`src/hw/rtl/swbc_pkg.sv`:
```
// sector write-back cache control: shared types, constants and codes
// no dependencies; imported by every module of the block
`timescale 1ns / 1ps

package swbc_pkg;

   localparam int DISK_SECTORS        = 4096;
   localparam int SECTORS_PER_SECTION = 8;
   localparam int PINNED_SECTIONS     = 2;
   localparam int SECTOR_BYTES        = 512;

   localparam int LBA_W       = 12;
   localparam int SECTION_W   = 9;
   localparam int SECTOR_W    = $clog2(SECTORS_PER_SECTION);
   localparam int SLOT_W      = 4;
   localparam int INTERVAL_W  = 16;
   localparam int TIME_W      = 32;
   localparam int MAX_RESULTS = PINNED_SECTIONS + 2;
   localparam int COUNT_W     = $clog2(MAX_RESULTS + 1);
   localparam int PTR_W       = $clog2(MAX_RESULTS);

   localparam logic [INTERVAL_W-1:0] INTERVAL_RESET = 16'd10000;

   typedef enum logic [1:0] {
      OP_READ  = 2'd0,
      OP_WRITE = 2'd1,
      OP_CYCLE = 2'd2,
      OP_BAD   = 2'd3
   } op_type;

   typedef enum logic [2:0] {
      KIND_REJECT = 3'd0,
      KIND_READ   = 3'd1,
      KIND_WRITE  = 3'd2,
      KIND_FLUSH  = 3'd3,
      KIND_DONE   = 3'd4
   } kind_type;

   typedef enum logic [1:0] {
      SRC_PINNED = 2'd0,
      SRC_BUFFER = 2'd1,
      SRC_FLASH  = 2'd2
   } source_type;

   typedef struct packed {
      logic [1:0]            op;
      logic [LBA_W-1:0]      lba;
      logic [15:0]           byte_offset;
      logic [15:0]           transfer_size;
      logic                  forced;
      logic [TIME_W-1:0]     now_ms;
   } req_type;

   typedef struct packed {
      logic [2:0]                     kind;
      logic [1:0]                     source;
      logic [SLOT_W-1:0]              slot;
      logic [SECTION_W-1:0]           flush_section;
      logic [SECTORS_PER_SECTION-1:0] fill_mask;
      logic [9:0]                     byte_count;
      logic                           last;
   } rsp_type;

   typedef struct packed {
      rsp_type [MAX_RESULTS-1:0] entry;
      logic [COUNT_W-1:0]        count;
   } rsp_list_type;

endpackage

```
`src/hw/rtl/sector_write_back_cache_control_unit.sv`:
```
// sector write-back cache control: top level with input register and csr
// depends on swbc_pkg, swbc_core, swbc_rsp_queue
`timescale 1ns / 1ps

// Control unit of a write-back sector cache in front of flash. Each request
// (read, write or write-cycle check) yields one to four results, the final one
// marked by last. A request is held in an input register; its results
// are then computed in a single pass and loaded into the result register,
// from which they leave one per cycle while rsp_stall is low. The next
// request is taken while the previous item's last result waits, so the
// rate is set by the number of results per item and by rsp_stall.
// csr_ready is always high; write the flush interval only while no request
// is in flight.
module sector_write_back_cache_control_unit (
   input  logic                                clock,
   input  logic                                reset,
   input  logic                                req_valid,
   output logic                                req_stall,
   input  swbc_pkg::req_type                   req_data,
   output logic                                rsp_valid,
   input  logic                                rsp_stall,
   output swbc_pkg::rsp_type                   rsp_data,
   input  logic                                csr_valid,
   output logic                                csr_ready,
   input  logic [swbc_pkg::INTERVAL_W-1:0]     csr_data
);
   import swbc_pkg::*;

   logic                  item_valid_ff, item_valid_in;
   req_type               item_ff;
   logic [INTERVAL_W-1:0] interval_ff;
   logic                  room;
   logic                  load;
   logic                  req_take;
   rsp_list_type          list;

   assign csr_ready     = 1'b1;
   assign load          = item_valid_ff && room;
   assign req_stall     = item_valid_ff && !room;
   assign req_take      = req_valid && !req_stall;
   assign item_valid_in = req_take || (item_valid_ff && !load);

   always_ff @(posedge clock) begin
      if (reset) begin
         item_valid_ff <= 1'b0;
         interval_ff   <= INTERVAL_RESET;
      end else begin
         item_valid_ff <= item_valid_in;
         if (csr_valid && csr_ready) begin
            interval_ff <= csr_data;
         end
      end
      if (req_take) begin
         item_ff <= req_data;
      end
   end

   swbc_core u_core (
      .clock    (clock),
      .reset    (reset),
      .load     (load),
      .item     (item_ff),
      .interval (interval_ff),
      .list     (list)
   );

   swbc_rsp_queue u_rsp_queue (
      .clock     (clock),
      .reset     (reset),
      .load      (load),
      .list      (list),
      .room      (room),
      .rsp_valid (rsp_valid),
      .rsp_stall (rsp_stall),
      .rsp_data  (rsp_data)
   );

endmodule

```
`src/hw/rtl/swbc_core.sv`:
```
// sector write-back cache control: cache state and per-item result logic
// depends on swbc_pkg
`timescale 1ns / 1ps

module swbc_core (
   input  logic                               clock,
   input  logic                               reset,
   input  logic                               load,
   input  swbc_pkg::req_type                  item,
   input  logic [swbc_pkg::INTERVAL_W-1:0]    interval,
   output swbc_pkg::rsp_list_type             list
);
   import swbc_pkg::*;

   logic [PINNED_SECTIONS-1:0]     pinned_dirty_ff, pinned_dirty_in;
   logic [SECTION_W-1:0]           buffered_section_ff, buffered_section_in;
   logic [SECTORS_PER_SECTION-1:0] sector_dirty_ff, sector_dirty_in;
   logic [TIME_W-1:0]              last_flush_ff, last_flush_in;

   always_comb begin
      logic [SECTION_W-1:0]       section;
      logic [SECTOR_W-1:0]        sector;
      logic [TIME_W-1:0]          due;
      logic                       fire;
      logic                       bad;
      logic                       pinned_hit;
      logic                       buf_flush;
      rsp_type                    base;
      rsp_type                    flush_buf;
      logic [COUNT_W-1:0]         k;

      section    = SECTION_W'(item.lba >> SECTOR_W);
      sector     = item.lba[SECTOR_W-1:0];
      due        = last_flush_ff + TIME_W'(interval);
      fire       = item.forced || (item.now_ms >= due);
      bad        = (item.op == OP_BAD) || (item.byte_offset != '0) ||
                   (32'(item.transfer_size) != SECTOR_BYTES) ||
                   (32'(item.lba) >= DISK_SECTORS);
      pinned_hit = 32'(section) < PINNED_SECTIONS;

      base       = '0;
      flush_buf  = '0;
      flush_buf.kind          = KIND_FLUSH;
      flush_buf.source        = SRC_BUFFER;
      flush_buf.flush_section = buffered_section_ff;
      flush_buf.fill_mask     = ~sector_dirty_ff;
      buf_flush  = 1'b0;

      list                = '0;
      k                   = '0;
      pinned_dirty_in     = pinned_dirty_ff;
      buffered_section_in = buffered_section_ff;
      sector_dirty_in     = sector_dirty_ff;
      last_flush_in       = last_flush_ff;

      if (item.op == OP_CYCLE) begin
         if (fire) begin
            for (int p = 0; p < PINNED_SECTIONS; p++) begin
               if (pinned_dirty_ff[p]) begin
                  list.entry[k[PTR_W-1:0]]               = '0;
                  list.entry[k[PTR_W-1:0]].kind          = KIND_FLUSH;
                  list.entry[k[PTR_W-1:0]].source        = SRC_PINNED;
                  list.entry[k[PTR_W-1:0]].flush_section = SECTION_W'(p);
                  k = k + 1'b1;
               end
            end
            if (sector_dirty_ff != '0) begin
               list.entry[k[PTR_W-1:0]] = flush_buf;
               k = k + 1'b1;
            end
            pinned_dirty_in = '0;
            sector_dirty_in = '0;
            last_flush_in   = item.now_ms;
         end
         base.kind = KIND_DONE;
         base.last = 1'b1;
         list.entry[k[PTR_W-1:0]] = base;
         list.count = k + 1'b1;
      end else if (bad) begin
         base.kind     = KIND_REJECT;
         base.last     = 1'b1;
         list.entry[0] = base;
         list.count    = COUNT_W'(1);
      end else begin
         base.byte_count = 10'(SECTOR_BYTES);
         base.last       = 1'b1;
         if (item.op == OP_READ) begin
            base.kind = KIND_READ;
            if (pinned_hit) begin
               base.source = SRC_PINNED;
               base.slot   = item.lba[SLOT_W-1:0];
            end else if (section == buffered_section_ff && sector_dirty_ff[sector]) begin
               base.source = SRC_BUFFER;
               base.slot   = SLOT_W'(sector);
            end else begin
               base.source = SRC_FLASH;
            end
         end else begin
            base.kind = KIND_WRITE;
            if (pinned_hit) begin
               base.source = SRC_PINNED;
               base.slot   = item.lba[SLOT_W-1:0];
               pinned_dirty_in[section[$clog2(PINNED_SECTIONS)-1:0]] = 1'b1;
            end else begin
               base.source = SRC_BUFFER;
               base.slot   = SLOT_W'(sector);
               if (section != buffered_section_ff) begin
                  buf_flush       = sector_dirty_ff != '0;
                  sector_dirty_in = '0;
               end
               buffered_section_in = section;
               sector_dirty_in[sector] = 1'b1;
            end
         end
         if (buf_flush) begin
            list.entry[0] = flush_buf;
            list.entry[1] = base;
            list.count    = COUNT_W'(2);
         end else begin
            list.entry[0] = base;
            list.count    = COUNT_W'(1);
         end
      end
   end

   always_ff @(posedge clock) begin
      if (reset) begin
         pinned_dirty_ff     <= '0;
         buffered_section_ff <= '0;
         sector_dirty_ff     <= '0;
         last_flush_ff       <= '0;
      end else if (load) begin
         pinned_dirty_ff     <= pinned_dirty_in;
         buffered_section_ff <= buffered_section_in;
         sector_dirty_ff     <= sector_dirty_in;
         last_flush_ff       <= last_flush_in;
      end
   end

endmodule

```
`src/hw/rtl/swbc_rsp_queue.sv`:
```
// sector write-back cache control: result register holding one item's results
// depends on swbc_pkg
`timescale 1ns / 1ps

module swbc_rsp_queue (
   input  logic                    clock,
   input  logic                    reset,
   input  logic                    load,
   input  swbc_pkg::rsp_list_type  list,
   output logic                    room,
   output logic                    rsp_valid,
   input  logic                    rsp_stall,
   output swbc_pkg::rsp_type       rsp_data
);
   import swbc_pkg::*;

   rsp_type [MAX_RESULTS-1:0] entry_ff;
   logic [COUNT_W-1:0]        count_ff, count_in;
   logic [PTR_W-1:0]          rd_ptr_ff, rd_ptr_in;
   logic                      pop;

   assign rsp_valid = count_ff != '0;
   assign rsp_data  = entry_ff[rd_ptr_ff];
   assign pop       = rsp_valid && !rsp_stall;
   assign room      = (count_ff == '0) || (count_ff == COUNT_W'(1) && pop);

   always_comb begin
      count_in  = count_ff;
      rd_ptr_in = rd_ptr_ff;
      if (load) begin
         count_in  = list.count;
         rd_ptr_in = '0;
      end else if (pop) begin
         count_in  = count_ff - 1'b1;
         rd_ptr_in = rd_ptr_ff + 1'b1;
      end
   end

   always_ff @(posedge clock) begin
      if (reset) begin
         count_ff  <= '0;
         rd_ptr_ff <= '0;
      end else begin
         count_ff  <= count_in;
         rd_ptr_ff <= rd_ptr_in;
      end
      if (load) begin
         entry_ff <= list.entry;
      end
   end

endmodule

```
`config.mk`:
```
export PLATFORM = sky130hd
export DESIGN_NAME = sector_write_back_cache_control_unit
export DESIGN_NICKNAME = d
export VERILOG_FILES = /design/src/hw/rtl/swbc_pkg.sv /design/src/hw/rtl/sector_write_back_cache_control_unit.sv /design/src/hw/rtl/swbc_core.sv /design/src/hw/rtl/swbc_rsp_queue.sv
export SDC_FILE = /design/constraint.sdc
export NUM_CORES = 1
export LEC_CHECK = 0
export BUFFER_PORTS_ARGS = -buffer_cell sky130_fd_sc_hd__buf_2
export CAP_MARGIN = 0
export CELL_PAD_IN_SITES_DETAIL_PLACEMENT = 1
export CELL_PAD_IN_SITES_GLOBAL_PLACEMENT = 2
export CORE_MARGIN = 4
export CORE_UTILIZATION = 37
export CTS_BUF_LIST = sky130_fd_sc_hd__clkbuf_2
export CTS_CLUSTER_DIAMETER = 30
export DETAILED_ROUTE_END_ITERATION = 6
export GPL_ROUTABILITY_DRIVEN = 0
export GPL_TIMING_DRIVEN = 0
export PLACE_DENSITY = 0.8
export SYNTH_ARGS = -nofsm -noshare
export SYNTH_HDL_FRONTEND = slang
export SYNTH_SLANG_ARGS = --single-unit
```
`constraint.sdc`:
```
create_clock -name clock -period 4.9 [get_ports clock]
set_input_delay 0.245 -clock clock [delete_from_list [all_inputs] [get_ports clock]]
set_output_delay 0.245 -clock clock [all_outputs]
set_load 0.03 [all_outputs]
```
==> summary.txt <==
Switching power summed over all nets = 1950 µW
Register Area = 0.00667 mm²
Setup repair after global routing missed its margin = yes
Summed negative setup slack over all endpoints = 0 ns
Final setup violation count = 0
I/O pin count = 140
Clock Pin Slew Worst Setup and Hold Paths = 0.11 ns
Count of distinct cell types in the synthesized netlist = 65
Most frequent cells in the layout = sky130_fd_sc_hd__edfxtp_1, sky130_fd_sc_hd__buf_2, sky130_fd_sc_hd__dlygate4sd3_1
Final max-slew violation count = 0
Largest fanout of any net on the critical path = 8
Layer with the highest usage = met2
Final hold viol count = 0
Proportion of power drawn by the clock network = 29.4%
Internal = 3890 µW
Clock network latency to the later pin of the worst-skew pair = 0.90 ns
Ys flop type = sky130_fd_sc_hd__edfxtp_1
Post-route minimum period = 4.81 ns
Sequential group share of total power = 46.0%
Comb power frac = 24.6%
Post-synthesis cell area = 0.0117 mm²
Core ar. = 0.0308 mm²
Global router's overall resource usage = 19.2%
Fraction of final layout cells sized beyond drive strength 1 = 27.7%
Arrival @ worst endpoint = 5.52 ns
Remaining routing DRC violations = 0
CTS H-tree depth = 3
Number of enable flip-flop cells after synthesis = 173
Area share of the leading cell type in the synthesized netlist = 44.5%
Total number of placement rows = 64
Proportion of register bits with asynchronous set or reset after synthesis = 0%
Worst min path class = primary input to flip-flop
Synthesis-to-finish area growth = 32.4%
GR Util met1 = 23.4%
Die Footprint = 0.0344 mm²
Worst slack after detailed placement = -1.37 ns
Crit. End Element = flip-flop
Pwr dens = 378 mW/mm²
Slew @ Worst Pin = 1.06 ns
Total power of the final layout = 5840 µW
Clock root cell = sky130_fd_sc_hd__clkbuf_2
Antenna violations before repair = 3
Routed via count = 8899
Die H = 186 µm
Grt met3 use = 4.12%
Post-Layout Cell Count = 1774
Worst setup margin = 0.0879 ns
Routed vias/inst = 5.02
Synthesized area per cell = 12.2 µm²
Worst Path Class, Setup = flip-flop to flip-flop
Number of instances in the placed design = 1494
I/O Buffers = 129
Wire length per cell = 18.7 µm
Yosys top cell by area = sky130_fd_sc_hd__edfxtp_1
Upper clock frequency limit = 0.208 GHz
Count of nets after finishing = 1478
Overall routed net length = 33.1 mm
Deepest clock path buffer count = 3
Number of standard cells after synthesis = 957
Placed inst area = 0.0129 mm²
Remaining number of nets flagged by the antenna check after routing = 0
Sequential area share after synthesis = 57.1%
Fill cell count = 3302
Required time of the critical path = 5.61 ns
#FFs+latches synth = 246
Post-DP HPWL = 21.7 mm
Result of the run = finished clean
First-pass GRT wire length = 51.7 mm
Met2 layer usage reported by global route = 34.2%
Largest net degree at the start of global routing = 67
Static power due to leakage = 0.00602 µW
Die width = 186 µm
Max rail drop VDD = 0.187 mV
TritonCTS Buffers = 71
Largest cells by area after synthesis = sky130_fd_sc_hd__edfxtp_1, sky130_fd_sc_hd__dfxtp_1, sky130_fd_sc_hd__ha_1
Worst relative slew slack = 29.0%
Most frequent standard cell in the layout excluding fill and tap cells = sky130_fd_sc_hd__edfxtp_1
Fin crit share = 98.2%
Initial core utilization = 37.8%
Number of DRC markers in iteration 0 = 328
Clock sink total = 246
Clock Skew = 0.134 ns
Number of iterations in the first detailed-routing pass = 4
Share of total power consumed by net switching = 33.4%
Synthesis warning total = 0
Via count of the first global-routing pass = 9636
Clock tree from TritonCTS = yes
Max-Cap Viols = 0
Remaining global-route overflow = 0
Kind of start point of the critical path = flip-flop
Area used by multi-input combinational logic = 0.00498 mm²
Post-route cell area = 0.0154 mm²
-- synth_stat cells, types with 3 or more instances --
cell type                    n
sky130_fd_sc_hd__nor2_2      9
sky130_fd_sc_hd__a211oi_1    4
sky130_fd_sc_hd__nor3_1     35
sky130_fd_sc_hd__a32o_1      4
sky130_fd_sc_hd__xnor2_1    26
sky130_fd_sc_hd__a21o_1      9
sky130_fd_sc_hd__nand2b_1    6
sky130_fd_sc_hd__nor2b_1    20
sky130_fd_sc_hd__o21ai_0    52
sky130_fd_sc_hd__a211o_1     6
sky130_fd_sc_hd__and4_1      5
sky130_fd_sc_hd__nor2_1     65
sky130_fd_sc_hd__mux4_2     21
sky130_fd_sc_hd__buf_2       5
sky130_fd_sc_hd__buf_4      11
sky130_fd_sc_hd__edfxtp_1  173
sky130_fd_sc_hd__a22o_1      4
sky130_fd_sc_hd__a21boi_1    4
sky130_fd_sc_hd__mux2i_1    31
sky130_fd_sc_hd__nand2_1    34
sky130_fd_sc_hd__and2_1     45
sky130_fd_sc_hd__buf_1       8
sky130_fd_sc_hd__nand3_1    44
sky130_fd_sc_hd__o21bai_1    4
sky130_fd_sc_hd__xor2_1     16
sky130_fd_sc_hd__inv_1      23
sky130_fd_sc_hd__and3_1      6
sky130_fd_sc_hd__nand4_1     8
sky130_fd_sc_hd__ha_1       57
sky130_fd_sc_hd__a31oi_1     3
sky130_fd_sc_hd__a21oi_1    64
sky130_fd_sc_hd__clkbuf_1   25
sky130_fd_sc_hd__nor4_1     14
sky130_fd_sc_hd__dfxtp_1    73
-- logic make-up (layout without fill, tap and decap cells) --
group                    count (synthesis)  count (layout)  synth area share (%)
AND/OR/NAND/NOR                        302             302                  13.7
adder cells (fa/ha/maj)                 58              58                  6.29
other                                    2              15                0.0644
flip-flops                             246             246                  57.1
multiplexers                            52              52                  6.72
AO/OA/AOI/OAI                          181             181                  10.1
XOR/XNOR                                42              42                  3.15
buffers and inverters                   74             482                  2.92
-- repair_timing --
action / CTS / global route
pin swaps: 19 / 36
resized for setup: 39 / 39
hold endpoints to repair: 123 / 1
hold buffers: 123 / 1
endpoints found under the setup margin: 106 / 44
gates cloned: 1 / 0
setup buffers: 14 / 12
-- power by group through the flow --
stage                     Sequential [µW]  Clock [µW]  Combinational (µW)
after CTS                            2690        1780                1430
after detailed placement             2730           0                1330
after floorplan                      2710           0                 910
after global placement               2770           0                1260
after global routing                 2710        1910                1580
final                                2690        1720                1440
-- metal layers --
metal | part of all wire [%] | vias to the layer above
met5 | 0 | -
met4 | 2.0 | 0
met3 | 5.0 | 56
met2 | 51 | 216
met1 | 42 | 4316
li1 | - | 4311
-- stage by stage --
step | util [%] | hold slack, ns
finish | 50.1 | 0.0967
global route | 50.1 | -0.0173
CTS | 49.3 | 0.00205
detailed placement | 41.9 | 0.423
global placement | 41.7 | 0.422
floorplan | - | 0.344
-- layout make-up --
type	count	area share, %
Antenna cell	3	0.0486
Buffer	50	1.72
Clock buffer	103	3.34
Clock inverter	25	1.48
Inverter	23	0.576
Multi-Input combinational cell	647	32.3
Sequential cell	246	43.2
Tap cell	396	3.21
Timing Repair Buffer	281	14.1
-- state kept, by name, summed over array words and instances, names as in the netlist --
| signal | count |
|---|---|
| u_core.pinned_dirty_ff | 2 |
| interval_ff | 16 |
| u_core.buffered_section_ff | 9 |
| u_rsp_queue.entry_ff | 94 |
| u_core.sector_dirty_ff | 8 |
| item_ff | 79 |
| u_rsp_queue.count_ff | 3 |
| item_valid_ff | 1 |
| u_rsp_queue.rd_ptr_ff | 2 |
| u_core.last_flush_ff | 32 |
-- critical path, stage by stage, from the launching register on --
cell and delay [ns]:
sky130_fd_sc_hd__dfxtp_4 0.37, sky130_fd_sc_hd__ha_4 0.24, sky130_fd_sc_hd__a211oi_2 0.23, sky130_fd_sc_hd__o21bai_2 0.13, sky130_fd_sc_hd__a2111oi_4 0.43, sky130_fd_sc_hd__nor4_4 0.11, sky130_fd_sc_hd__o31ai_4 0.29, sky130_fd_sc_hd__buf_12 0.17
sky130_fd_sc_hd__a21boi_1 0.08, sky130_fd_sc_hd__xnor2_1 0.22, sky130_fd_sc_hd__ha_1 0.30, sky130_fd_sc_hd__a21oi_2 0.16, sky130_fd_sc_hd__o21ai_2 0.10, sky130_fd_sc_hd__a221oi_2 0.26, sky130_fd_sc_hd__a22oi_2 0.13, sky130_fd_sc_hd__a21o_1 0.19
sky130_fd_sc_hd__buf_6 0.12, sky130_fd_sc_hd__and2_4 0.15, sky130_fd_sc_hd__ha_4 0.17, sky130_fd_sc_hd__or4_4 0.60, sky130_fd_sc_hd__buf_12 0.17, sky130_fd_sc_hd__nor2_4 0.06
-- worst paths after layout --
path / startpoint / endpoint / slack [ns] / cells after the start
worst max register to register: u_core.last_flush_ff[1] / u_rsp_queue.entry_ff[52] / 0.09 / 21
worst max-delay path: u_core.last_flush_ff[1] / u_rsp_queue.entry_ff[52] / 0.09 / 21
worst min-delay path: req_data[46] / item_ff[46] / 0.1 / 2
worst min register to register: u_core.last_flush_ff[11] / u_core.last_flush_ff[11] / 0.49 / 2
Power figures use the tool's default switching activity.
